===== src/design/uxf_pkg.sv =====
`default_nettype none

package uxf_pkg;

    localparam int FIFO_DEPTH = 2048;
    localparam int PTR_W      = $clog2(FIFO_DEPTH);
    localparam int CNT_W      = $clog2(FIFO_DEPTH + 1);

    localparam int LEVEL_W    = 12;
    localparam int CTR_W      = 32;
    localparam int CFG_IDX_W  = 2;
    localparam int CFG_DATA_W = 12;

    localparam int S_DATA_W   = 24;
    localparam int M_DATA_W   = 144;
    localparam int RES_W      = 140;

    localparam int QUEUE_DEPTH = 2;
    localparam int QPTR_W      = $clog2(QUEUE_DEPTH);
    localparam int QCNT_W      = $clog2(QUEUE_DEPTH + 1);

    localparam logic [7:0] XON_BYTE  = 8'h11;
    localparam logic [7:0] XOFF_BYTE = 8'h13;

    localparam logic [CFG_IDX_W-1:0] CFG_FLOW_ENABLE    = 2'd0;
    localparam logic [CFG_IDX_W-1:0] CFG_HIGH_THRESHOLD = 2'd1;
    localparam logic [CFG_IDX_W-1:0] CFG_LOW_THRESHOLD  = 2'd2;

    localparam logic [LEVEL_W-1:0] HIGH_THRESHOLD_RESET = 12'd1536;
    localparam logic [LEVEL_W-1:0] LOW_THRESHOLD_RESET  = 12'd768;

    typedef enum logic [1:0] {
        OP_TICK  = 2'd0,
        OP_PUSH  = 2'd1,
        OP_POP   = 2'd2,
        OP_CLEAR = 2'd3
    } op_t;

    typedef enum logic [1:0] {
        FLOW_NONE = 2'd0,
        FLOW_XOFF = 2'd1,
        FLOW_XON  = 2'd2
    } flow_t;

    typedef enum logic {
        ST_IDLE  = 1'b0,
        ST_FETCH = 1'b1
    } state_t;

    typedef struct packed {
        op_t        op;
        logic       rx_valid;
        logic [7:0] rx_byte;
        logic [7:0] host_byte;
        logic       is_xoff;
        logic       is_xon;
    } req_t;

    // Declared from the top bit down, so line_tx_valid lands in bit 0.
    typedef struct packed {
        logic [CTR_W-1:0]   error_total;
        logic [CTR_W-1:0]   received_total;
        logic [CTR_W-1:0]   sent_total;
        logic [LEVEL_W-1:0] tx_space;
        logic [LEVEL_W-1:0] rx_level;
        logic [7:0]         host_data;
        logic               accepted;
        flow_t              flow_send;
        logic [7:0]         line_tx_byte;
        logic               line_tx_valid;
    } res_t;

endpackage

`default_nettype wire


===== src/design/uxf_front.sv =====
`default_nettype none

module uxf_front (
    input  wire logic                          clk,
    input  wire logic                          rst_n,
    input  wire logic                          s_axis_tvalid,
    output logic                               s_axis_tready,
    input  wire logic [uxf_pkg::S_DATA_W-1:0]  s_axis_tdata,
    input  wire logic [1:0]                    s_axis_tuser,
    output logic                               req_valid,
    input  wire logic                          req_ready,
    output uxf_pkg::req_t                      req
);

    logic          valid_reg;
    logic          valid_next;
    uxf_pkg::req_t req_reg;
    uxf_pkg::req_t decoded;
    logic          s_fire;

    always_comb
    begin
        decoded.op        = uxf_pkg::op_t'(s_axis_tuser);
        decoded.rx_valid  = s_axis_tdata[0];
        decoded.rx_byte   = s_axis_tdata[8:1];
        decoded.host_byte = s_axis_tdata[16:9];
        decoded.is_xoff   = (s_axis_tdata[8:1] == uxf_pkg::XOFF_BYTE);
        decoded.is_xon    = (s_axis_tdata[8:1] == uxf_pkg::XON_BYTE);
    end

    assign s_axis_tready = !valid_reg || req_ready;
    assign s_fire        = s_axis_tvalid && s_axis_tready;
    assign valid_next    = s_fire || (valid_reg && !req_ready);

    always_ff @(posedge clk or negedge rst_n)
    begin
        if (!rst_n)
        begin
            valid_reg <= 1'b0;
        end
        else
        begin
            valid_reg <= valid_next;
        end
    end

    always_ff @(posedge clk)
    begin
        if (s_fire)
        begin
            req_reg <= decoded;
        end
    end

    assign req_valid = valid_reg;
    assign req       = req_reg;

endmodule

`default_nettype wire


===== config.mk =====
export PLATFORM = sky130hd
export DESIGN_NAME = uxf_front
export DESIGN_NICKNAME = d
export VERILOG_FILES = /design/src/design/uxf_pkg.sv /design/src/design/uxf_front.sv
export SDC_FILE = /design/constraint.sdc
export NUM_CORES = 1
export LEC_CHECK = 0
export BUFFER_PORTS_ARGS = -buffer_cell sky130_fd_sc_hd__buf_2
export CAP_MARGIN = 20
export CORE_ASPECT_RATIO = 0.9
export CORE_MARGIN = 5
export CORE_UTILIZATION = 40
export CTS_BUF_LIST = sky130_fd_sc_hd__clkbuf_2
export CTS_CLUSTER_DIAMETER = 80
export DETAILED_ROUTE_END_ITERATION = 10
export GPL_ROUTABILITY_DRIVEN = 1
export PLACE_DENSITY_LB_ADDON = 0.1
export SLEW_MARGIN = 20
export SYNTH_ARGS = -nofsm -noshare
export SYNTH_HDL_FRONTEND = slang
export SYNTH_SLANG_ARGS = --single-unit

===== constraint.sdc =====
create_clock -name clk -period 1.7 [get_ports clk]
set_clock_uncertainty 0.2 [all_clocks]
set_input_delay 0.17 -clock clk [delete_from_list [all_inputs] [get_ports clk]]
set_output_delay 0.17 -clock clk [all_outputs]
set_load 0.02 [all_outputs]

==> Yosys cells after proc, flatten, opt, wreduce, memory -nomap -nowiden <==
Cells that the tools add are included.
{ "op_classes": {"eq_ne": 2, "n_reduce_logical": 6} }
{ "op_table": {"columns": ["operator", "count"], "rows": [
  ["8-bit by 5-bit == test with 1-bit output, second input constant", 2],
  ["1-bit logical AND", 2],
  ["1-bit logical NOT", 2],
  ["1-bit logical OR", 2]
]} }
{ "totals": {"ff_bits": 22, "in_bits": 30, "elab_cells": 15} }

==> Depth between registers and ports, before layout <==
Gate-level depths: netlist of the first run.
{ "depth": {"word_depth": 4, "mapped_depth": 2} }

==> Worst setup path after synthesis of the first run <==
OpenSTA, ideal clock, no wires.
{ "synth_path": {"path_type": "register to register", "from": "register valid_reg (netlist: req_valid)", "to": "register req_reg (netlist bit req[0]), enable pin", "arrival_ns": 1.287, "t_required_ns": 1.121, "setup_slack_ns": -0.167, "stages_incl_launch_ff": 3, "synth_period_minus_slack_ns": 1.867, "cell_sequence": "dfrtp_1 -> nand2b_1 -> and2_1"} }
{ "synth_via": {"elab_chain_len": 3} }
{ "synth_lines": {"columns": ["item", "line_no", "source"], "rows": [
  ["from (decl)", "uxf_front.sv:15", "logic valid_reg;"],
  ["from (signal assigned)", "uxf_front.sv:43", "valid_reg <= valid_next;"],
  ["1-bit logical NOT", "uxf_front.sv:31", "assign s_axis_tready = !valid_reg || req_ready;"],
  ["1-bit logical OR", "uxf_front.sv:31", null],
  ["net s_axis_tready", "uxf_front.sv:7", "output logic s_axis_tready,"],
  ["1-bit logical AND", "uxf_front.sv:32", "assign s_fire = s_axis_tvalid && s_axis_tready;"],
  ["net s_fire", "uxf_front.sv:19", "logic s_fire;"],
  ["to (signal assigned)", "uxf_front.sv:51", "req_reg <= decoded;"],
  ["to (decl)", "uxf_front.sv:17", "uxf_pkg::req_t req_reg;"]
]} }
The timed path passes the listed nets, and every way through them passes these cells.
A chain may end at the register's enable or synchronous reset.

==> Worst setup path after layout of the first run <==
{ "layout_path": {"from": "register valid_reg (netlist: req_valid)", "to": "register req_reg (netlist bit req[9]), enable pin"} }
{ "layout_via": {"elab_chain_len": 3} }
{ "layout_lines": {"columns": ["item", "line_no"], "rows": [
  ["1-bit logical NOT", "uxf_front.sv:31"],
  ["1-bit logical OR", "uxf_front.sv:31"],
  ["1-bit logical AND", "uxf_front.sv:32"],
  ["net s_fire", "uxf_front.sv:19"]
]} }
The timed path passes the listed nets, and every way through them passes these cells.

==> summary.json, run 1 <==
{
  "place.detailed.instances": {"value": 98},
  "fin_crit_sh": {"value": 0.875},
  "power.combinational.fraction": {"value": 0.156},
  "yosysUniqueCellTypes": {"value": 8},
  "place_congestion": {"value": 0.658},
  "nFillCells": {"value": 120},
  "placementRows": {"value": 14},
  "setup_viol": {"value": 0},
  "cts_repair_resize_count": {"value": 0},
  "area_of_the_multi_input_gates": {"value": 57.6, "unit": "sq um"},
  "rsz0062_at_grt": {"value": "no"},
  "h-tree-depth": {"value": 1},
  "yosysWarningCount": {"value": 0},
  "final_period_minus_worst_setup_slack": {"value": 1.49, "unit": "ns"},
  "critPathMaxStageDelay": {"value": 0.45, "unit": "ns"},
  "final_antenna_net_count": {"value": 0},
  "max-clock-path-buffers": {"value": 2},
  "insertedDiodeCount": {"value": 0},
  "core_area": {"value": 0.00168, "unit": "sq mm"},
  "totalNegativeSetupSlack": {"value": 0, "unit": "ns"},
  "path_buf_inv": {"value": 0},
  "overflow": {"value": 0},
  "seqCellArea": {"value": 656, "unit": "sq um"},
  "via_count_of_the_first_global_routing_pass": {"value": 537},
  "vias": {"value": 517},
  "setup.worst_path.end_class": {"value": "flop"},
  "post-synth-top-area-fraction": {"value": 0.886},
  "maxSlewHeadroom": {"value": 0.701},
  "die_width": {"value": 54.5, "unit": "microns"},
  "seq_area_frac_synth": {"value": 0.921},
  "peakVddDrop": {"value": 561, "unit": "uV"},
  "slew_viol_final": {"value": 0},
  "final_nets": {"value": 132},
  "intPower": {"value": 754, "unit": "uW"},
  "post_layout_nonfiller_instances": {"value": 125},
  "critical_path_arrival": {"value": 1.27, "unit": "ns"},
  "crit_family": {"value": "simple AND/OR/NAND/NOR gates"},
  "area.growth.synth_to_final": {"value": 71.0, "unit": "%"},
  "synth_fp_nets": {"value": 59},
  "p_switching": {"value": 227, "unit": "uW"},
  "final_hold_viol_count": {"value": 0},
  "clk_slew_on_worst_s_h_paths": {"value": 0.19, "unit": "ns"},
  "syn-cell-area": {"value": 712, "unit": "sq um"},
  "cts_made_buffers": {"value": 3},
  "die-area": {"value": 0.00272, "unit": "sq mm"},
  "number_of_flip_flops_and_latches_in_the_synthesized_netlist": {"value": 22},
  "cts_root_buffer": {"value": "sky130_fd_sc_hd__clkbuf_2"},
  "placement.io_buffers": {"value": 45},
  "required": {"value": 1.49, "unit": "ns"},
  "detail_route.drc_violations": {"value": 0},
  "pre_cts_ws": {"value": 0.217, "unit": "ns"},
  "clock_power_share": {"value": 0.199},
  "critical_path.slowest_cell": {"value": "sky130_fd_sc_hd__and2_2"},
  "floorplan.io_pins": {"value": 53},
  "grt_util_all_layers": {"value": 0.124},
  "detailedRoute.firstPassIterationCount": {"value": 4},
  "drive_above_1_share": {"value": 0.495},
  "worstSkewPairLatency": {"value": 0.30, "unit": "ns"},
  "max_clock_freq": {"value": 0.672, "unit": "GHz"},
  "grt_antenna_before_repair": {"value": 0},
  "vias_per_inst": {"value": 4.14},
  "wl": {"value": 1500, "unit": "microns"},
  "syn_avg_cell_area": {"value": 24.5, "unit": "sq um"},
  "critPathLaunchType": {"value": "flop"},
  "routedWlPerCell": {"value": 12.0, "unit": "microns"},
  "post-route-util": {"value": 0.724},
  "cp_max_fo": {"value": 21},
  "cts_tree": {"value": "done"},
  "path_cells": {"value": "nand2b_1 -> and2_2"},
  "synth_area_leaders": {"value": "sky130_fd_sc_hd__edfxtp_1, sky130_fd_sc_hd__dfrtp_1, sky130_fd_sc_hd__nor4b_2, sky130_fd_sc_hd__nand2b_1, sky130_fd_sc_hd__and4b_1"},
  "floorplan.initialDensity": {"value": 0.423},
  "setup_ws": {"value": 0.213, "unit": "ns"},
  "pwr-share-seq": {"value": 0.645},
  "timing_worst_slew_pin_value": {"value": 0.448, "unit": "ns"},
  "power.leakage": {"value": 0.000520, "unit": "uW"},
  "power.density": {"value": 806, "unit": "mW/mm^2"},
  "cap_violations": {"value": 0},
  "synthCells": {"value": 29},
  "timing.hold.worst.class": {"value": "in2reg"},
  "netSwitchingFraction": {"value": 0.232},
  "status": {"value": "finished, final reports clean"},
  "clock_sink_count": {"value": 22},
  "die_h": {"value": 50.0, "unit": "microns"},
  "largest_reg_flops": {"value": 21},
  "drt_iter0_markers": {"value": 6},
  "timing_worst_setup_path_type": {"value": "reg2reg"},
  "grt_start_max_net_pins": {"value": 22},
  "netlist.top_cell.by_area": {"value": "sky130_fd_sc_hd__edfxtp_1"},
  "wire_length_of_the_first_global_routing_pass": {"value": 2360, "unit": "microns"}
}
layout make-up:
class,instances,share of cell area
flip-flops and latches,22,0.539
repair buffers,68,0.374
multi-input cells,7,0.0473
well taps,24,0.0247
clock buffers,3,0.0123
clock inverters,1,0.00308
per-stage QoR:
step	hold slack [ns]	total power, uW	cell area, sq um
3_5_place_dp	-0.254	758	968
6_report	0.358	982	1220
3_3_place_gp	-0.255	758	968
4_1_cts	0.335	988	1220
5_1_grt	0.329	1030	1220
2_1_floorplan	-0.326	702	713
timing repair:
action | 4_1_cts | 5_1_grt
buffers inserted | 0 | 0
hold buffers | 23 | 0
endpoints found under the hold margin | 21 | 0
logic make-up (layout without fill, tap and decap cells):
logic type,Yosys count,after routing,synth area share
flip-flops,22,22,0.921
AND/OR/NAND/NOR,7,7,0.0791
buffers and inverters,0,72,0
synth_stat cells:
cell type / instances
sky130_fd_sc_hd__edfxtp_1: 21
sky130_fd_sc_hd__nor4b_2: 1
sky130_fd_sc_hd__nor2_1: 1
sky130_fd_sc_hd__and4_1: 1
sky130_fd_sc_hd__and4b_1: 1
sky130_fd_sc_hd__nand2b_1: 2
sky130_fd_sc_hd__and2_1: 1
sky130_fd_sc_hd__dfrtp_1: 1
worst reg2reg max path, stage by stage (launching register included):
cell                       delay (ns)
sky130_fd_sc_hd__dfrtp_1         0.42
sky130_fd_sc_hd__nand2b_1        0.10
sky130_fd_sc_hd__and2_2          0.45
power by group through the flow:
stage	registers, uW	clock network [uW]	logic, uW
CTS	634	201	153
global placement	646	0	112
global route	636	227	166
finish	633	195	153
floorplan	685	0	17.2
detailed placement	646	0	112
layer usage:
metal	up-vias	track usage	wire (microns)
met4	0	0.0498	0
li1	258	-	-
met1	237	0.125	508
met3	0	0.0271	118
met5	-	0	0
met2	22	0.233	874
cells in the final DEF (no fill, tap or decap), drive strengths merged:
cell type    netlist  final
and4b              1      1
edfxtp            21     21
and2               1      1
buf                0     45
nor4b              1      1
clkbuf             0      3
clkinv             0      1
and4               1      1
nand2b             2      2
dlygate4sd3        0     23
dfrtp              1      1
nor2               1      1
final timing paths:
| path | start | to | slack, ns | cells after the start |
|---|---|---|---|---|
| worst min register to register | req_valid | req[15] | 0.83 | 2 |
| worst min-delay path | s_axis_tdata[15] | req[8] | 0.36 | 2 |
| min in group asynchronous | rst_n | req_valid | 0.51 | 3 |
| worst max-delay path | req_valid | req[9] | 0.21 | 2 |
| worst max register to register | req_valid | req[9] | 0.21 | 2 |
| max in group asynchronous | rst_n | req_valid | 0.68 | 3 |
(Power assumes the default switching activity.)
==> run 2, diff against run 1 <==
--- a/config.mk
+++ b/config.mk
@@ -5,6 +5,7 @@
 export SDC_FILE = /design/constraint.sdc
 export NUM_CORES = 1
 export LEC_CHECK = 0
+export ABC_AREA = 1
 export BUFFER_PORTS_ARGS = -buffer_cell sky130_fd_sc_hd__buf_2
 export CAP_MARGIN = 20
 export CORE_ASPECT_RATIO = 0.9
@@ -15,6 +16,7 @@
 export DETAILED_ROUTE_END_ITERATION = 10
 export GPL_ROUTABILITY_DRIVEN = 1
 export PLACE_DENSITY_LB_ADDON = 0.1
+export SKIP_LAST_GASP = 1
 export SLEW_MARGIN = 20
 export SYNTH_ARGS = -nofsm -noshare
 export SYNTH_HDL_FRONTEND = slang
==> summary.json, run 2 <==
{
  "status": {"value": "finished, final reports clean"},
  "maxSlewHeadroom": {"value": 0.855},
  "insertedDiodeCount": {"value": 0},
  "clock_power_share": {"value": 0.312},
  "h-tree-depth": {"value": 1},
  "clk_slew_on_worst_s_h_paths": {"value": 0.22, "unit": "ns"},
  "max_clock_freq": {"value": 0.650, "unit": "GHz"},
  "synth.cells.most_frequent": {"value": "sky130_fd_sc_hd__edfxtp_1, sky130_fd_sc_hd__nand2_1, sky130_fd_sc_hd__inv_1, sky130_fd_sc_hd__nor2_1"},
  "grt_start_max_net_pins": {"value": 14},
  "worstSkewPairLatency": {"value": 0.32, "unit": "ns"},
  "setup.worst_path.end_class": {"value": "flop"},
  "totalNegativeSetupSlack": {"value": 0, "unit": "ns"},
  "path_cells": {"value": "dlygate4sd3_1 -> buf_2 -> inv_1 -> nand2_1 -> dlygate4sd3_1"},
  "timing_worst_slew_pin_value": {"value": 0.217, "unit": "ns"},
  "hold_ws": {"value": 0.225, "unit": "ns"},
  "r2r-end": {"value": "req_valid"},
  "p_switching": {"value": 254, "unit": "uW"},
  "syn-cell-area": {"value": 727, "unit": "sq um"},
  "wl": {"value": 1780, "unit": "microns"},
  "power.combinational.fraction": {"value": 0.143},
  "mostFrequentLayoutCell": {"value": "sky130_fd_sc_hd__buf_2"},
  "via_count_of_the_first_global_routing_pass": {"value": 630},
  "die-area": {"value": 0.00277, "unit": "sq mm"},
  "holdPathStages": {"value": 4},
  "synth_async_sr_flop_share": {"value": 0.0455},
  "synthMostInstantiatedCell": {"value": "sky130_fd_sc_hd__edfxtp_1"},
  "detailedPlacementHpwl": {"value": 1040, "unit": "microns"},
  "synth_ff_type": {"value": "sky130_fd_sc_hd__edfxtp_1"},
  "timing.hold.worst.start": {"value": "req_ready"},
  "wire_length_of_the_first_global_routing_pass": {"value": 2840, "unit": "microns"},
  "cap_violations": {"value": 0},
  "grt_util_all_layers": {"value": 0.152},
  "critical_path_arrival": {"value": 1.57, "unit": "ns"},
  "r2r-start": {"value": "req_valid"},
  "drt_iter0_markers": {"value": 12},
  "peakVddDrop": {"value": 634, "unit": "uV"},
  "place_congestion": {"value": 0.690},
  "core_area": {"value": 0.00170, "unit": "sq mm"},
  "cp_max_fo": {"value": 2},
  "die_h": {"value": 50.4, "unit": "microns"},
  "vias": {"value": 569},
  "floorplan.io_pins": {"value": 53},
  "floorplan.initialDensity": {"value": 0.428},
  "critical_path.slowest_cell": {"value": "sky130_fd_sc_hd__dlygate4sd3_1"},
  "number_of_flip_flops_and_latches_in_the_synthesized_netlist": {"value": 22},
  "synthCells": {"value": 40},
  "largest_reg_flops": {"value": 21},
  "fin_crit_sh": {"value": 0.905},
  "placementRows": {"value": 14},
  "area.growth.synth_to_final": {"value": 76.6, "unit": "%"},
  "r2r_setup_slack": {"value": 0.24, "unit": "ns"},
  "intPower": {"value": 911, "unit": "uW"},
  "crit_top_cell": {"value": "sky130_fd_sc_hd__dlygate4sd3_1"},
  "post-route-util": {"value": 0.756},
  "synth_enable_flop_cells": {"value": 21},
  "yosysUniqueCellTypes": {"value": 7},
  "placement.io_buffers": {"value": 45},
  "required": {"value": 1.73, "unit": "ns"},
  "clock_sink_count": {"value": 22},
  "hold-path-endpoint": {"value": "req[12]"},
  "detail_route.drc_violations": {"value": 0},
  "grt_antenna_before_repair": {"value": 0},
  "timing_worst_setup_path_type": {"value": "in2reg"},
  "vias_per_inst": {"value": 4.12},
  "max-clock-path-buffers": {"value": 2},
  "cts_tree": {"value": "done"},
  "final_period_minus_worst_setup_slack": {"value": 1.54, "unit": "ns"},
  "pwr-share-seq": {"value": 0.545},
  "power.leakage": {"value": 0.000571, "unit": "uW"},
  "synth_fp_nets": {"value": 70},
  "detailedRoute.firstPassIterationCount": {"value": 4},
  "final_antenna_net_count": {"value": 0},
  "yosysWarningCount": {"value": 0},
  "cts_repair_resize_count": {"value": 0},
  "rsz0062_at_grt": {"value": "no"},
  "synth_area_leaders": {"value": "sky130_fd_sc_hd__edfxtp_1, sky130_fd_sc_hd__dfrtp_1, sky130_fd_sc_hd__nand2_1, sky130_fd_sc_hd__inv_1, sky130_fd_sc_hd__nor2_1"},
  "slew_viol_final": {"value": 0},
  "setup_viol": {"value": 0},
  "netSwitchingFraction": {"value": 0.218},
  "die_width": {"value": 54.9, "unit": "microns"},
  "final_hold_viol_count": {"value": 0},
  "routedWlPerCell": {"value": 12.9, "unit": "microns"},
  "overflow": {"value": 0},
  "reg2reg_depth": {"value": 3},
  "cts_made_buffers": {"value": 3},
  "netlist.top_cell.by_area": {"value": "sky130_fd_sc_hd__edfxtp_1"},
  "timing.hold.worst.class": {"value": "in2reg"},
  "critPathMaxStageDelay": {"value": 0.55, "unit": "ns"},
  "seq_area_frac_synth": {"value": 0.902},
  "drive_above_1_share": {"value": 0.465},
  "syn_avg_cell_area": {"value": 18.2, "unit": "sq um"},
  "critPathLaunchType": {"value": "input port"},
  "final_nets": {"value": 145},
  "post-synth-top-area-fraction": {"value": 0.867},
  "layout.cells.most_common_list": {"value": "sky130_fd_sc_hd__buf_2, sky130_fd_sc_hd__dlygate4sd3_1, sky130_fd_sc_hd__edfxtp_1"},
  "power.density": {"value": 908, "unit": "mW/mm^2"},
  "cts_root_buffer": {"value": "sky130_fd_sc_hd__clkbuf_2"}
}
==> run 2: layout make-up <==
class / count / area (sq um)
clock buffer: 3 / 15.0
fill: 125 / 415
tap: 24 / 30.0
sequential: 22 / 656
inverter: 5 / 18.8
multi-input combinational: 13 / 63.8
clock inverter: 1 / 30.0
timing repair buffer: 70 / 470
==> run 2: worst max-delay path, delay by kind of cell <==
| kind | cells | cell delay [ns] |
|---|---|---|
| simple gates | 1 | 0.07 |
| buf+inv | 4 | 1.33 |
==> run 2: power groups by stage <==
stage | registers [uW] | logic (uW) | clock network [uW]
after floorplan | 686 | 22.5 | 0
after global placement | 647 | 122 | 0
after detailed placement | 647 | 123 | 0
after CTS | 635 | 164 | 365
after global routing | 638 | 181 | 396
final | 635 | 167 | 363
==> run 2: metrics by stage <==
stage,power [uW],instances,setup WS (ns),instance area (sq um)
2_1_floorplan,708,40,0.181,738
3_3_place_gp,769,111,0.426,1010
3_5_place_dp,770,111,0.423,1010
4_1_cts,1160,138,0.234,1280
5_1_grt,1220,138,0.183,1280
6_report,1170,138,0.161,1280
==> run 2: kinds of logic after synthesis <==
group           synth area share
simple gates              0.0654
buf+inv                   0.0258
flops                      0.902
compound gates           0.00688
==> run 2: worst max path at each step <==
| stage | from | end | slack, ns |
|---|---|---|---|
| 2_1_floorplan | req_valid | req[0] | 0.18 |
| 3_5_place_dp | req_valid | req[17] | 0.42 |
| 4_1_cts | s_axis_tvalid | req_valid | 0.23 |
| 6_report | s_axis_tvalid | req_valid | 0.16 |
| 5_1_grt | s_axis_tvalid | req_valid | 0.18 |
| 3_3_place_gp | req_valid | req[16] | 0.43 |
==> run 2: metal layers <==
| metal | vias to the layer above | track usage | share of wire |
|---|---|---|---|
| met5 | - | 0 | 0 |
| met4 | 0 | 0.0729 | 0.012 |
| met3 | 2 | 0.0414 | 0.077 |
| met1 | 256 | 0.149 | 0.32 |
| li1 | 285 | - | - |
| met2 | 26 | 0.281 | 0.59 |
==> run 2: timing repair <==
item,CTS,global route
hold buffers,23,0
endpoints found under the hold margin,23,0
buffers inserted,0,0
setup endpoints to repair,0,0
