<file path="config.mk">
export PLATFORM = sky130hd
export DESIGN_NAME = uxf_queue
export DESIGN_NICKNAME = d
export VERILOG_FILES = /design/src/design/uxf_pkg.sv /design/src/design/uxf_queue.sv
export SDC_FILE = /design/constraint.sdc
export NUM_CORES = 1
export LEC_CHECK = 0
export BUFFER_PORTS_ARGS = -buffer_cell sky130_fd_sc_hd__buf_2
export CAP_MARGIN = 20
export CELL_PAD_IN_SITES_DETAIL_PLACEMENT = 0
export CELL_PAD_IN_SITES_GLOBAL_PLACEMENT = 1
export CORE_ASPECT_RATIO = 2
export CORE_MARGIN = 2
export CORE_UTILIZATION = 42
export CTS_CLUSTER_DIAMETER = 100
export DETAILED_ROUTE_END_ITERATION = 10
export PLACE_DENSITY_LB_ADDON = 0.25
export SYNTH_ARGS = -nofsm -noshare
export SYNTH_HDL_FRONTEND = slang
export SYNTH_SLANG_ARGS = --single-unit
export TNS_END_PERCENT = 10
</file>
<file path="constraint.sdc">
create_clock -name clk -period 2.25 [get_ports clk]
set_clock_uncertainty 0.15 [all_clocks]
set_input_delay 0.45 -clock clk [delete_from_list [all_inputs] [get_ports clk]]
set_output_delay 0.45 -clock clk [all_outputs]
set_load 0.005 [all_outputs]
</file>
<file path="src/design/uxf_pkg.sv">
`default_nettype none

package uxf_pkg;

    localparam int FIFO_DEPTH = 2048;
    localparam int PTR_W      = $clog2(FIFO_DEPTH);
    localparam int CNT_W      = $clog2(FIFO_DEPTH + 1);

    localparam int LEVEL_W    = 12;
    localparam int CTR_W      = 32;
    localparam int CFG_IDX_W  = 2;
    localparam int CFG_DATA_W = 12;

    localparam int S_DATA_W   = 24;
    localparam int M_DATA_W   = 144;
    localparam int RES_W      = 140;

    localparam int QUEUE_DEPTH = 2;
    localparam int QPTR_W      = $clog2(QUEUE_DEPTH);
    localparam int QCNT_W      = $clog2(QUEUE_DEPTH + 1);

    localparam logic [7:0] XON_BYTE  = 8'h11;
    localparam logic [7:0] XOFF_BYTE = 8'h13;

    localparam logic [CFG_IDX_W-1:0] CFG_FLOW_ENABLE    = 2'd0;
    localparam logic [CFG_IDX_W-1:0] CFG_HIGH_THRESHOLD = 2'd1;
    localparam logic [CFG_IDX_W-1:0] CFG_LOW_THRESHOLD  = 2'd2;

    localparam logic [LEVEL_W-1:0] HIGH_THRESHOLD_RESET = 12'd1536;
    localparam logic [LEVEL_W-1:0] LOW_THRESHOLD_RESET  = 12'd768;

    typedef enum logic [1:0] {
        OP_TICK  = 2'd0,
        OP_PUSH  = 2'd1,
        OP_POP   = 2'd2,
        OP_CLEAR = 2'd3
    } op_t;

    typedef enum logic [1:0] {
        FLOW_NONE = 2'd0,
        FLOW_XOFF = 2'd1,
        FLOW_XON  = 2'd2
    } flow_t;

    typedef enum logic {
        ST_IDLE  = 1'b0,
        ST_FETCH = 1'b1
    } state_t;

    typedef struct packed {
        op_t        op;
        logic       rx_valid;
        logic [7:0] rx_byte;
        logic [7:0] host_byte;
        logic       is_xoff;
        logic       is_xon;
    } req_t;

    // Declared from the top bit down, so line_tx_valid lands in bit 0.
    typedef struct packed {
        logic [CTR_W-1:0]   error_total;
        logic [CTR_W-1:0]   received_total;
        logic [CTR_W-1:0]   sent_total;
        logic [LEVEL_W-1:0] tx_space;
        logic [LEVEL_W-1:0] rx_level;
        logic [7:0]         host_data;
        logic               accepted;
        flow_t              flow_send;
        logic [7:0]         line_tx_byte;
        logic               line_tx_valid;
    } res_t;

endpackage

`default_nettype wire

</file>
<file path="src/design/uxf_queue.sv">
`default_nettype none

module uxf_queue (
    input  wire logic          clk,
    input  wire logic          rst_n,
    input  wire logic          in_valid,
    output logic               in_ready,
    input  wire uxf_pkg::req_t in_req,
    output logic               out_valid,
    input  wire logic          out_ready,
    output uxf_pkg::req_t      out_req
);

    uxf_pkg::req_t                 entry_reg [uxf_pkg::QUEUE_DEPTH];
    logic [uxf_pkg::QPTR_W-1:0]    wr_ptr_reg, wr_ptr_next;
    logic [uxf_pkg::QPTR_W-1:0]    rd_ptr_reg, rd_ptr_next;
    logic [uxf_pkg::QCNT_W-1:0]    count_reg, count_next;
    logic                          push;
    logic                          pop;

    assign in_ready  = (count_reg != uxf_pkg::QCNT_W'(uxf_pkg::QUEUE_DEPTH));
    assign out_valid = (count_reg != '0);
    assign out_req   = entry_reg[rd_ptr_reg];
    assign push      = in_valid && in_ready;
    assign pop       = out_valid && out_ready;

    always_comb
    begin
        wr_ptr_next = wr_ptr_reg;
        rd_ptr_next = rd_ptr_reg;
        count_next  = count_reg;
        if (push)
        begin
            wr_ptr_next = (wr_ptr_reg == uxf_pkg::QPTR_W'(uxf_pkg::QUEUE_DEPTH - 1))
                        ? '0 : wr_ptr_reg + 1'b1;
        end
        if (pop)
        begin
            rd_ptr_next = (rd_ptr_reg == uxf_pkg::QPTR_W'(uxf_pkg::QUEUE_DEPTH - 1))
                        ? '0 : rd_ptr_reg + 1'b1;
        end
        if (push && !pop)
        begin
            count_next = count_reg + 1'b1;
        end
        else if (pop && !push)
        begin
            count_next = count_reg - 1'b1;
        end
    end

    always_ff @(posedge clk or negedge rst_n)
    begin
        if (!rst_n)
        begin
            wr_ptr_reg <= '0;
            rd_ptr_reg <= '0;
            count_reg  <= '0;
        end
        else
        begin
            wr_ptr_reg <= wr_ptr_next;
            rd_ptr_reg <= rd_ptr_next;
            count_reg  <= count_next;
        end
    end

    always_ff @(posedge clk)
    begin
        if (push)
        begin
            entry_reg[wr_ptr_reg] <= in_req;
        end
    end

endmodule

`default_nettype wire

</file>
# Yosys cells after proc, flatten, opt, wreduce, memory -nomap -nowiden
# Memories as Yosys holds them, arrays and structs flattened.
# Cells that the tools add are included.
[word_totals]
rom_bits = 0
ram_bits = 42
inputBits = 25
register_bits = 4
mem_count = 1
wordCells = 23
latchBits = 0
[mem_list]
columns = ["name", "depth", "word_bits", "rd", "rd_ports_with_merged_regs", "wr", "line", "text"]
rows = [
  ["entry_reg", 2, 21, 1, 0, 1, "uxf_queue.sv:14", "uxf_pkg::req_t entry_reg [uxf_pkg::QUEUE_DEPTH];"],
]
[op_classes]
magnitude_cmp = 0
reduce_logical = 8
shifts = 0
n_bitwise = 0
muxes = 6
multipliers = 0
add_sub_neg = 4
eq_ne = 1
div_mod_pow = 0
[op_table]
columns = ["operator", "count"]
rows = [
  ["logical AND 1 bit", 4],
  ["2-to-1 mux 1 bit", 4],
  ["2-to-1 mux 2 bit", 2],
  ["nonzero test 2 bit", 2],
  ["adder 1 bit, second input constant", 2],
  ["adder 2 x 1 -> 2 bit, second input constant", 1],
  ["logical NOT 1 bit", 2],
  ["!= test 2 bit, second input constant", 1],
  ["subtractor 2 x 1 -> 2 bit, second input constant", 1],
]

# Longest topological paths before layout
# Gate-level depths: netlist of run 1.
[logic_depth]
ltp_word = 6
depth_mapped = 7
depth_no_buf = 7

# Worst setup path after synthesis of run 1
# No wires, ideal clock.
[synth_timing]
path_kind = "reg2reg"
start = "register count_reg[0] in the netlist's numbering"
end = "memory entry_reg[0][0] in the netlist's numbering (enable)"
setup_ns = 0.399
n_path_buf = 0
path_stages_with_launch = 4
required_ns = 1.701
slack_ns = 0.164
synth_period_minus_slack_ns = 2.086
t_arrival_ns = 1.537
path_cell_list = "dfrtp_1 > nand2b_4 > nand2_1 > nor2_1"
[synth_between]
elab_chain_len = 4
[synth_lines]
columns = ["element", "line", "text"]
rows = [
  ["from (decl)", "uxf_queue.sv:17", "logic [uxf_pkg::QCNT_W-1:0] count_reg, count_next;"],
  ["from (signal assigned)", "uxf_queue.sv:64", "count_reg <= count_next;"],
  ["!= test 2 bit", "uxf_queue.sv:21", "assign in_ready = (count_reg != uxf_pkg::QCNT_W'(uxf_pkg::QUEUE_DEPTH));"],
  ["via in_ready", "uxf_queue.sv:7", "output logic in_ready,"],
  ["logical AND 1 bit", "uxf_queue.sv:24", "assign push = in_valid && in_ready;"],
  ["2-to-1 mux 1 bit", "uxf_queue.sv:70", "if (push)"],
  ["2-to-1 mux 1 bit (not written as such)", "uxf_queue.sv:72", "entry_reg[wr_ptr_reg] <= in_req;"],
  ["to (decl)", "uxf_queue.sv:14", ""],
]
# The timed path passes the listed nets, and every way through them passes these cells.

==> results.md, run 1 <==
Status:
- The run finished with clean final reports.

Setup path:
- Walking the worst path, the cells encountered are buf_4 -> mux2_2 -> buf_2.
- STA puts the critical path data arrival time at about 1.3 ns.
- The type of destination of the critical path is an output port.
- The nature of the critical path startpoint is a flip-flop.
- The slowest stage of the critical path belongs to the cell sky130_fd_sc_hd__dfrtp_1.
- Together, buffers and inverters on the worst path number 2.
- The biggest cell delay along the critical path is around 0.35 ns.
- For the worst setup path, the data required time is 1.65 ns.
- Broken down by cell family, the worst path's largest delay share belongs to flip-flops.
- The critical path is of the reg2out type.
- The largest fanout on the critical path is 12.

Layout:
- The non-filler instance count after layout is just under 200.
- The fraction of layout cells with a size suffix above 1 is 0.594.
- At the end of the flow, the number of nets in the layout was 168.
- For this run, the share of the core covered by cells in the final layout is 0.540.
- The finished cells cover 0.00218 mm^2.
- The area growth from synthesis to final layout is 26.1%.
- 0 antenna diodes ended up in the layout.
- The filler cells instantiated in the layout total 367.
- The multi-input logic area is around 350 um^2.
- The flip-flop count of the largest register, all copies and words added is 42.
- The register area is ~0.0014 mm^2.

Floorplan:
- For this design the top-level I/O count stands at 48.
- The site row count is 33.
- The floorplan step defined a die boundary enclosing 0.00468 mm^2.
- The floorplan step set the die height to about 95 um.
- The x dimension of the die is 49.4 um.
- The core region is about 0.0040 mm^2.
- The initial utilization of the core area, before any placement, comes to 0.428.

GRT:
- The largest net degree at the start of global routing is 15.
- The number of global-route vias before repair is just over 900.
- The sum of overflow across all layers after global routing is 0.
- The initial antenna violation count is 0.
- The first global-routing pass estimated between 4 and 5 mm of wire.
- For this run, the total global-route usage over all layers was measured as 0.122.

Synth:
- Counting flops with a built-in enable in the synthesized netlist gives 42.
- The post-synthesis cell count is 83.
- Sorting the synthesized cells by area gives the leading types as sky130_fd_sc_hd__edfxtp_1, sky130_fd_sc_hd__mux2_2, sky130_fd_sc_hd__dfrtp_1, sky130_fd_sc_hd__xnor2_1, sky130_fd_sc_hd__buf_6.
- The synthesized design contains 46 register bits.
- The warning count from the yosys run is 0.
- The post-synthesis net count is 109.
- The share of synthesized area occupied by flip-flops and latches is 0.786.
- Of all flip-flops after synthesis, the portion carrying an async set or reset was 0.0870.
- The dominant register cell in the synthesized netlist is sky130_fd_sc_hd__edfxtp_1.
- The most instantiated library cell after synthesis is sky130_fd_sc_hd__edfxtp_1.
- In this run the mean area of a mapped cell was 20.9 um^2.
- The dominant cell type by area after synthesis is sky130_fd_sc_hd__edfxtp_1.
- Of the post-synthesis cell area, the dominant cell type holds 0.728.
- The synthesized netlist occupies a cell area of 0.00173 mm^2.
- The number of library cell types mapped by synthesis is 14.
- In the synthesized netlist, the cells that appear most often are sky130_fd_sc_hd__edfxtp_1, sky130_fd_sc_hd__mux2_2, sky130_fd_sc_hd__dfrtp_1.

STA:
- The number of pins exceeding their max-slew limit in the final report is 0.
- Setup repair after global routing left no endpoint under its margin.
- The post-route clock period utilization is 0.851.
- The final setup violation count is 0.
- The shortest clock period the worst path allows after layout is ~1.9 ns.
- The highest achievable clock rate is roughly 520 MHz.
- At the pin with the least slew margin, the transition time is roughly 0.18 ns.
- The number of hold violations in the final report is 0.
- The aggregate negative setup slack is 0 ns.
- The worst max-slew margin expressed relative to the limit is 0.883.

CTS:
- The number of buffers added for setup after CTS is 0.
- Clock-pin slew was measured on the worst setup and hold paths at 0.08 ns.
- Buffers inserted to repair hold after CTS numbered 1.
- TritonCTS built the clock tree.
- The CTS H-tree depth is 2.
- In this run the clock root is driven by a sky130_fd_sc_hd__clkbuf_8.
- The tree built by TritonCTS fans out to 46 sinks.
- The total clock buffers created by CTS is 5.
- The insertion delay to the later sink of the worst-skew pair is about 0.28 ns.
- The number of buffers on the longest clock path is 2.
- The number of gates resized after cts is 0.

Place:
- The final weighted congestion in routability-driven placement is about 0.67.
- The HPWL after detailed placement is ~2 mm.
- Once placement finished, the instance area stood at about 0.002 mm^2.
- The total placed cells including tap cells is between 150 and 200.
- The number of buffer cells added on primary ports is between 40 and 50.

Routing:
- The first detailed-routing pass ran for 4 iterations.
- The first routing iteration left 14 violations.
- In the routed design, unresolved DRC markers number 0.
- The average wire per cell in the routed design is about 14 um.
- Across all layers, the routed design uses around 910 vias.
- The detail route stage leaves a number of antenna-violating nets equal to 0.
- After detailed routing, the number of vias per cell comes to 4.65.
- The routed design has 2.71 mm of wire.

Power and ir drop:
- IR analysis of the VDD net gives a maximum drop of ~0.79 mV.
- The static leakage is approximately 0.86 nW.
- In this run the power density over the cells is between 1000 and 1500 mW/mm^2.
- The total power is between 2 and 3 mW.

Run:
- Max-cap violations in this run came to 0.

Hold path:
- The class of the worst hold path is in2reg.
==> metrics by stage <==
stage	worst slack, ns	hold WS [ns]
after floorplan	0.164	0.00441
after global placement	0.648	0.107
after detailed placement	0.619	0.108
after CTS	0.316	0.180
after global routing	0.268	0.185
final	0.334	0.194
==> layout by cell type, fill, tap and decap left out <==
cell / instances
sky130_fd_sc_hd__inv_1: 1
sky130_fd_sc_hd__or2_4: 1
sky130_fd_sc_hd__nand2b_4: 1
sky130_fd_sc_hd__nor2_2: 1
sky130_fd_sc_hd__nand2_4: 1
sky130_fd_sc_hd__nor2_1: 1
sky130_fd_sc_hd__xor2_1: 2
sky130_fd_sc_hd__bufinv_16: 1
sky130_fd_sc_hd__clkbuf_8: 6
sky130_fd_sc_hd__buf_2: 47
sky130_fd_sc_hd__xnor2_1: 3
sky130_fd_sc_hd__mux2_2: 21
sky130_fd_sc_hd__clkbuf_1: 1
sky130_fd_sc_hd__and3_1: 1
sky130_fd_sc_hd__dlygate4sd3_1: 1
sky130_fd_sc_hd__ha_1: 1
sky130_fd_sc_hd__nand2_1: 1
sky130_fd_sc_hd__edfxtp_1: 42
sky130_fd_sc_hd__dfrtp_1: 4
sky130_fd_sc_hd__buf_4: 6
==> path summary, 6_finish.rpt <==
kind                                        endpoint  depth (start not counted)                startpoint  slack [ns]
max                                       out_req[6]                          3    rd_ptr_reg$_DFFE_PN0P_        0.33
min                        entry_reg[1][2]$_DFFE_PP_                          1                 in_req[2]        0.19
max reg2reg                 count_reg[1]$_DFFE_PN0P_                          7  count_reg[0]$_DFFE_PN0P_        0.60
min reg2reg                   wr_ptr_reg$_DFFE_PN0P_                          1    wr_ptr_reg$_DFFE_PN0P_        0.38
max in group asynchronous     rd_ptr_reg$_DFFE_PN0P_                          2                     rst_n        1.50
min in group asynchronous     wr_ptr_reg$_DFFE_PN0P_                          2                     rst_n        0.33
==> layer usage <==
| layer | share of wire | vias up | track usage |
|---|---|---|---|
| li1 | - | 430 | - |
| met1 | 0.34 | 439 | 0.113 |
| met2 | 0.59 | 33 | 0.225 |
| met3 | 0.056 | 4 | 0.0364 |
| met4 | 0.021 | 0 | 0.0764 |
| met5 | 0 | - | 0 |
==> cell type report <==
class / instances / share of cell area
inverters: 1 / 0.00172
repair buffers: 54 / 0.133
well taps: 52 / 0.0298
clock buffers: 7 / 0.0395
multi-input cells: 34 / 0.159
flip-flops and latches: 46 / 0.623
clock inverters: 1 / 0.0138
==> power breakdown <==
part,switching (mW),internal (mW),leakage (nW)
combinational,0.381,0.454,0.361
clock,0.246,0.362,0.0585
sequential,0.0738,1.18,0.437
==> cells by family after synthesis <==
group	Yosys count	synth area share
XOR/XNOR	5	0.0253
adder cells (fa/ha/maj)	1	0.00722
buffers and inverters	3	0.0152
flip-flops	46	0.786
multiplexers	21	0.137
AND/OR/NAND/NOR	7	0.0296
==> worst reg2reg max path, stage by stage, from the launching register on <==
cell and delay, ns:
sky130_fd_sc_hd__dfrtp_1 0.43, sky130_fd_sc_hd__nand2b_4 0.17, sky130_fd_sc_hd__nand2_1 0.13, sky130_fd_sc_hd__inv_1 0.06
sky130_fd_sc_hd__ha_1 0.21, sky130_fd_sc_hd__xor2_1 0.14, sky130_fd_sc_hd__nor2_1 0.13, sky130_fd_sc_hd__xor2_1 0.15
Note: power is estimated with default switching activity, not from simulation.
==> run 2, diff against run 1 <==
ABC_AREA = 1   (was unset)
CORE_UTILIZATION = 40   (was 42)
==> run 2 against run 1 <==
Compared with the run above:
- sequential share of layout area stayed put
- global-route usage grew 0.79 points
- worst setup slack gained 0.14 ns
- critical endpoint is now out_req[10]
- critical path type unchanged
- area after synthesis increased by 1.5%
- wire length is 8.1% higher
- critical path depth is 2 higher
- die area grew 6.2%
- via count up 24%
- largest cell class unchanged
- largest power group unchanged
- hold slack improved by 0.00065 ns
- clock-buffer cell count down 2
==> results.md, run 2 <==
STA:
- The final setup violation count came to 0 (unchanged).
- The worst-margin pin slew came to 0.187 ns (+0.0111 ns).
- The worst max-slew margin expressed relative to the limit is 0.876 (-0.00738).
- The aggregate negative setup slack is 0 ns (unchanged).
- The shortest clock period the worst path allows after layout is 1.77 ns (-0.143 ns).
- The number of hold violations in the final report came to 0 (unchanged).
- The post-route clock period utilization is 0.788 (-0.0635).
- The number of pins exceeding their max-slew limit in the final report came to 0 (unchanged).
- The slack of the critical path came to 0.477 ns (+0.143 ns).
- The worst-case hold slack is 0.194 ns (+0.000649 ns).
- The highest achievable clock rate is 564 MHz (+8.1%).
- Setup repair after global routing left no endpoint under its margin.

GRT:
- The met1 layer usage reported by global route is 0.115 (+0.00268).
- The global routing met3 resource utilization is 0.0367 (+0.000305).
- The layer with the highest usage is met2.
- The initial antenna violation count is 0 (unchanged).
- The global routing met2 resource utilization is 0.243 (+0.0177).
- The overall track demand over capacity in global routing is 0.129 (+0.00788).
- The sum of overflow across all layers after global routing came to 0 (unchanged).
- The largest net degree at the start of global routing is 15 (unchanged).
- The number of global-route vias before repair is 1100 (+18%).
- The global-route wire length before repair is 4.64 mm (+14%).

Floorplan:
- The site row count came to 34 (+3.0%).
- The x dimension of the die is 50.9 um (+3.0%).
- The standard cell core area is 0.00430 mm^2 (+6.2%).
- The initial core utilization came to 0.409 (-0.0188).
- The full die area is 0.00497 mm^2 (+6.2%).
- The number of ports placed on the die boundary is 48 (unchanged).
- The chip height is 97.8 um (+3.1%).

Synth:
- The number of library cell types mapped by synthesis was 14 (unchanged).
- Sorting the synthesized cells by area gives the leading types as sky130_fd_sc_hd__edfxtp_1, sky130_fd_sc_hd__nand2_1, sky130_fd_sc_hd__dfrtp_1, sky130_fd_sc_hd__buf_6, sky130_fd_sc_hd__inv_1.
- The most used flip-flop cell after synthesis is sky130_fd_sc_hd__edfxtp_1.
- The area share of the leading cell type in the synthesized netlist is 0.717 (-0.0109).
- The most instantiated library cell after synthesis is sky130_fd_sc_hd__nand2_1.
- The post-synthesis net count is 164 (+50%).
- Of all cell types, the one taking the most synthesized area is sky130_fd_sc_hd__edfxtp_1.
- The share of synthesized area occupied by flip-flops and latches was 0.774 (-0.0117).
- The netlist area before placement was 0.00176 mm^2 (+1.5%).
- The mean cell area of the mapped netlist is 12.7 um^2 (-39%).
- The post-synthesis cell count came to 138 (+66%).
- The share of synthesized registers carrying an async set or reset is 0.0870 (unchanged).
- The number of flops mapped to enable cells by yosys was 42 (unchanged).
- Sorting the synthesized cells by how often they occur yields sky130_fd_sc_hd__nand2_1, sky130_fd_sc_hd__edfxtp_1, sky130_fd_sc_hd__inv_1.
- The number of storage elements in the synthesis netlist is 46 (unchanged).
- The warning count from the yosys run was 0 (unchanged).

Routing:
- The number of search-and-repair iterations in the first detailed-routing pass was 4 (unchanged).
- The routed via count divided by cell count was 4.47 (-3.8%).
- The starting DRC count in detailed routing is 23 (+9).
- The via total after detailed routing was 1126 (+24%).
- The residual DRC count was 0 (unchanged).
- The average wire per cell in the routed design is 11.6 um (-16%).
- The number of nets with antenna violations after detailed routing came to 0 (unchanged).
- The total length of routed wires came to 2.93 mm (+8.1%).

CTS:
- The clock slew seen by the registers of the worst setup and hold paths came to 0.08 ns (about the same).
- The number of clock sinks seen by CTS is 46 (unchanged).
- The CTS H-tree depth is 2 (unchanged).
- The total clock buffers created by CTS is 5 (unchanged).
- The insertion delay to the later sink of the worst-skew pair is 0.29 ns (about the same).
- The number of buffers on the longest clock path is 2 (unchanged).
- The cell chosen for the clock root is sky130_fd_sc_hd__clkbuf_8.
- TritonCTS built the clock tree.

Setup path:
- The worst setup path is launched from a flip-flop.
- Among all stages on the critical path, the largest delay is contributed by sky130_fd_sc_hd__dfrtp_1.
- The biggest cell delay along the critical path came to 0.40 ns (+0.05 ns).
- The critical path required time is 1.65 ns (about the same).
- The largest fanout on the critical path came to 14 (+2).
- In this design, the critical path's most frequently occurring cell is sky130_fd_sc_hd__nand2_1.
- The launching point of the worst reg2reg path is count_reg[0]$_DFFE_PN0P_.
- The path depth of the worst reg2reg path was 9 (+2).
- The number of buffers and inverters on the critical path was 3 (+1).
- The slack of the worst reg-to-reg path came to 0.65 ns (+0.05 ns).
- The critical path is of the reg2out type.
- The dominant delay contributor by cell family on the critical path is flip-flops.
- STA classifies the critical path endpoint as an output port.
- In this run the critical register-to-register path is captured at count_reg[1]$_DFFE_PN0P_.
- The worst path arrival time is 1.17 ns (-0.15 ns).
- The critical path goes through inv_2 -> buf_4 -> nand2_1 -> nand2_1 -> buf_2.

Layout:
- The flip-flop count of the largest register, all copies and words added is 42 (unchanged).
- The number of antenna diodes was 0 (unchanged).
- The number of nets in the final layout is 223 (+33%).
- Relative to the synthesized area, the layout overhead comes to 24.2%.
- The final design instance area without fill is 0.00218 mm^2 (unchanged).
- The fraction of layout cells with a size suffix above 1 is 0.338 (-0.256).
- The count of fill cells added during filler insertion is 383 (+4.4%).
- The top cell types in the final layout, fill and taps aside, are sky130_fd_sc_hd__nand2_1, sky130_fd_sc_hd__buf_2, sky130_fd_sc_hd__edfxtp_1.
- The library cell used most frequently in the layout, excluding fill and tap cells, is sky130_fd_sc_hd__nand2_1.

Place:
- The worst slack after detailed placement came to 0.645 ns (+0.0265 ns).
- The final weighted congestion in routability-driven placement was 0.641 (-4.4%).
- The number of buffer cells added on primary ports is 47 (unchanged).
- The HPWL after detailed placement is 2.17 mm (+8.0%).
- The placed cell area is 0.00209 mm^2 (+1.5%).

Power and ir drop:
- The power density over the cells is 1200 mW/mm^2 (-3.0%).
- The maximum resistive drop on vdd is 0.819 mV (+3.9%).
- The static leakage is 0.982 nW (+15%).
- The total power is 2.61 mW (-3.0%).

Hold path:
- The path class of the tightest hold or removal check is in2reg.
- The number of stages on the worst hold path is 1 (unchanged).
- The path with the worst hold slack has its endpoint at entry_reg[0][6]$_DFFE_PP_.
- In this run the most critical hold path is launched from in_req[6].

Run:
- The max-cap check violation count is 0 (unchanged).

Status:
- The run finished with clean final reports.
run 2: stage by stage:
stage | utilization | cells
after detailed placement | 0.486 | 243
after global placement | 0.486 | 243
after global routing | 0.508 | 252
after floorplan | - | 138
after CTS | 0.508 | 252
final | 0.508 | 252
run 2: kinds of logic (layout without fill, tap and decap cells):
kind of cell               Yosys count  in the layout  synth area share
and+or+nand+nor                     78             78             0.172
DFF                                 46             46             0.774
buffers and inverters               11             71            0.0363
xor gates and xnor gates             2              2           0.00997
adders and majority gates            1              1           0.00712
run 2: final cells by class:
cell class | count | area [um^2] | share of cell area
clock inverter | 3 | 16.3 | 0.00745
sequential | 46 | 1360 | 0.623
inverter | 7 | 26.3 | 0.0120
multi-input combinational | 81 | 338 | 0.155
clock buffer | 5 | 68.8 | 0.0315
tap | 54 | 67.6 | 0.0309
timing repair buffer | 56 | 305 | 0.140
run 2: worst max path at each step:
stage,start,end,depth (start not counted)
final,rd_ptr_reg$_DFFE_PN0P_,out_req[10],5
after global routing,rd_ptr_reg$_DFFE_PN0P_,out_req[9],5
after CTS,rd_ptr_reg$_DFFE_PN0P_,out_req[10],5
after detailed placement,count_reg[0]$_DFFE_PN0P_,count_reg[1]$_DFFE_PN0P_,9
after global placement,in_valid,count_reg[1]$_DFFE_PN0P_,8
after floorplan,count_reg[0]$_DFFE_PN0P_,entry_reg[1][0]$_DFFE_PP_,4
run 2: per-layer routing:
metal  routed length [um]  vias to the layer above
met4                   70                        0
met5                    0                        -
met1                 1070                      516
met2                 1660                       34
li1                     -                      570
met3                  134                        6
run 2: timing repair:
action | 4_1_cts | 5_1_grt
hold buffers | 1 | 0
buffers inserted | 0 | 0
gates resized for setup | 0 | 0
hold endpoints to repair | 4 | 0
run 2: where the power goes:
part,switching [mW],internal (mW)
Combinational,0.537,0.377
Clock,0.247,0.212
Sequential,0.0646,1.17
Total,0.849,1.76
==> run 3, diff against run 2 <==
clock period = 1.7 ns   (was 2.25 ns; I/O delays follow)
==> run 3 against run 2 <==
Compared with the run above:
- critical path type unchanged
- clock-buffer cell count unchanged
- worst setup slack lost 0.41 ns
- global-route usage increased by 0.39 points
- hold slack got worse by 0.11 ns
- cell area rose by 1.7%
- utilization rose by 0.84 points
==> results.md, run 3 (synthesis gave the netlist of run 2 again) <==
STA:
- The aggregate negative setup slack was 0 ns (unchanged).
- The final setup violation count is 0 (unchanged).
- The number of hold violations in the final report is 0 (unchanged).
- The worst max-slew margin expressed relative to the limit is 0.870 (-0.00599).
- Dividing the final minimum period by the clock period gives 0.962.
- The number of pins exceeding their max-slew limit in the final report is 0 (unchanged).
- The highest achievable clock rate is 611 MHz.
- After layout, the minimum clock period comes to approximately 1.6 ns.
- Setup repair after global routing could not meet its margin everywhere.
- The worst-margin pin slew is 0.196 ns (+0.00898 ns).

Power and ir drop:
- The total net switching power is 1.15 mW (+36%).
- The relative contribution of sequential cells to total power is 0.450 (-0.024).
- The clock network fraction of design power came to 0.209 (+0.033).
- The cell-internal power came to 2.51 mW (+42%).
- The net switching share of the total power was 0.314 (-0.0105).
- The maximum resistive drop on vdd was 1.10 mV (+34%).
- The power density over the cells is 1650 mW/mm^2 (+38%).
- The static leakage came to 1.00 nW (+1.9%).
- The portion of total power attributed to combinational logic is 0.341 (-0.009).

Hold path:
- The class of the worst hold path is in2reg.

Setup path:
- The nature of the critical path startpoint is a flip-flop.
- The critical path required time is 1.21 ns (-0.44 ns).
- The classification of the worst setup path is reg2out.
- The type of destination of the critical path is an output port.
- The worst path arrival time came to 1.15 ns (-0.02 ns).
- The largest fanout on the critical path is 8 (-6).

Routing:
- The residual DRC count came to 0 (unchanged).
- The total length of routed wires is 3.05 mm (+4.1%).
- The number of nets with antenna violations after detailed routing is 0 (unchanged).
- The starting DRC count in detailed routing is 10 (-57%).
- The number of search-and-repair iterations in the first detailed-routing pass is 3 (-1).
- The average wire per cell in the routed design was 12.1 um (+4.1%).
- The via total after detailed routing is 1151 (+2.2%).
- The routed via count divided by cell count came to 4.57 (+2.2%).

GRT:
- The sum of overflow across all layers after global routing is 0 (unchanged).
- The global-route wire length before repair is 4.86 mm (+4.8%).
- The initial antenna violation count was 0 (unchanged).
- The largest net degree at the start of global routing is 15 (unchanged).
- The number of global-route vias before repair was 1190 (+8.2%).
- The overall track demand over capacity in global routing came to 0.133 (+0.00388).

Layout:
- The flip-flop count of the largest register, all copies and words added is 42 (unchanged).
- The register area came to 0.00136 mm^2 (unchanged).
- The number of nets in the final layout is 223 (unchanged).
- In the layout the commonest cells are sky130_fd_sc_hd__nand2_1, sky130_fd_sc_hd__buf_2, sky130_fd_sc_hd__edfxtp_1.
- The multi-input logic area was 343 um^2 (+1.5%).
- The fraction of layout cells with a size suffix above 1 is 0.359 (+0.0202).
- The leading cell type in the layout, fill and taps excluded is sky130_fd_sc_hd__nand2_1.
- Relative to the synthesized area, the layout overhead comes to 26.3%.
- The number of antenna diodes is 0 (unchanged).
- The count of fill cells added during filler insertion came to 388 (+1.3%).
- The core utilization of the finished layout is 0.517 (+0.00845).

CTS:
- The clock tree from TritonCTS is yes.
- The clock slew seen by the registers of the worst setup and hold paths came to 0.08 ns (about the same).
- The number of buffers added for setup after CTS is 0 (unchanged).
- The insertion delay to the later sink of the worst-skew pair is 0.29 ns (about the same).
- The tree is rooted in a sky130_fd_sc_hd__clkbuf_8.
- The number of clock sinks seen by CTS is 46 (unchanged).
- The number of buffers on the longest clock path is 2 (unchanged).
- The CTS H-tree depth was 2 (unchanged).
- The total clock buffers created by CTS is 5 (unchanged).

Run:
- The max-cap check violation count is 0 (unchanged).

Floorplan:
- The site row count is 34 (unchanged).
- The chip height is 97.8 um (unchanged).
- The full die area is 0.00497 mm^2 (unchanged).
- The initial core utilization was 0.409 (unchanged).
- The standard cell core area is 0.00430 mm^2 (unchanged).
- The x dimension of the die is 50.9 um (unchanged).
- The number of ports placed on the die boundary is 48 (unchanged).

Place:
- The final weighted congestion in routability-driven placement is 0.673 (+5.0%).
- The HPWL after detailed placement is 2.20 mm (+1.3%).
- The number of buffer cells added on primary ports came to 47 (unchanged).

Status:
- The run finished with clean final reports.
run 3: cell count changes in the layout (fill, tap and decap cells not counted):
cell	change
sky130_fd_sc_hd__inv_2	+1
sky130_fd_sc_hd__bufinv_16	+1
sky130_fd_sc_hd__clkinv_2	+1
sky130_fd_sc_hd__inv_1	-1
sky130_fd_sc_hd__nand2_2	+2
sky130_fd_sc_hd__clkinvlp_4	-1
sky130_fd_sc_hd__buf_8	+1
sky130_fd_sc_hd__clkinv_1	-1
sky130_fd_sc_hd__buf_4	-1
sky130_fd_sc_hd__nand2_1	-2
run 3: path summary, 6_finish.rpt:
kind                                                from  slack (ns)  cells past startpoint                   endpoint
worst max-delay path              rd_ptr_reg$_DFFE_PN0P_        0.06                      5                out_req[20]
worst min-delay path                           in_req[0]        0.09                      1  entry_reg[0][0]$_DFFE_PP_
worst max register to register  count_reg[0]$_DFFE_PN0P_        0.14                      9   count_reg[1]$_DFFE_PN0P_
worst min register to register  count_reg[1]$_DFFE_PN0P_        0.38                      2   count_reg[1]$_DFFE_PN0P_
max in group asynchronous                          rst_n        1.05                      2     rd_ptr_reg$_DFFE_PN0P_
min in group asynchronous                          rst_n        0.23                      2     wr_ptr_reg$_DFFE_PN0P_
run 3: per-stage QoR:
step                      power, mW  setup slack, ns  instance area (um^2)  hold WS, ns  instances
after global placement         2.85            0.205                  2090     -0.00124        243
after global routing           3.90          -0.0409                  2220       0.0763        252
after CTS                      3.68         0.000585                  2210       0.0757        252
final                          3.66           0.0640                  2220       0.0855        252
after detailed placement       2.91            0.113                  2090      0.00501        243
after floorplan                2.38           -0.334                  1760       -0.106        138
run 3: worst max-delay path: stages, from the launching register on:
cell and delay (ns):
sky130_fd_sc_hd__dfrtp_1 0.40, sky130_fd_sc_hd__inv_2 0.08, sky130_fd_sc_hd__buf_4 0.16, sky130_fd_sc_hd__nand2_1 0.06, sky130_fd_sc_hd__nand2_1 0.05, sky130_fd_sc_hd__buf_2 0.11
run 3: power by group through the flow:
stage	sequential [mW]	combinational, mW	clock, mW
final	1.64	1.25	0.763
after global routing	1.67	1.42	0.810
after CTS	1.64	1.25	0.786
after detailed placement	1.67	1.24	0
after global placement	1.65	1.19	0
after floorplan	1.66	0.720	0
run 3: metal layers:
| metal | global-route usage | vias to the layer above | part of all wire |
|---|---|---|---|
| met5 | 0 | - | 0 |
| met4 | 0.0873 | 0 | 0.025 |
| met3 | 0.0367 | 7 | 0.052 |
| met2 | 0.240 | 36 | 0.56 |
| met1 | 0.125 | 541 | 0.36 |
| li1 | - | 567 | - |
run 3: repair_timing:
action                                 4_1_cts  5_1_grt
hold buffers                                 1        0
setup endpoints to repair                    0       19
gates resized for setup                      0        5
endpoints found under the hold margin        4        0
run 3: cell type report:
type / instances / area share
clock inverters: 3 / 0.0180
repair buffers: 56 / 0.141
multi-input cells: 81 / 0.154
flip-flops and latches: 46 / 0.613
clock buffers: 5 / 0.0310
well taps: 54 / 0.0304
inverters: 7 / 0.0118
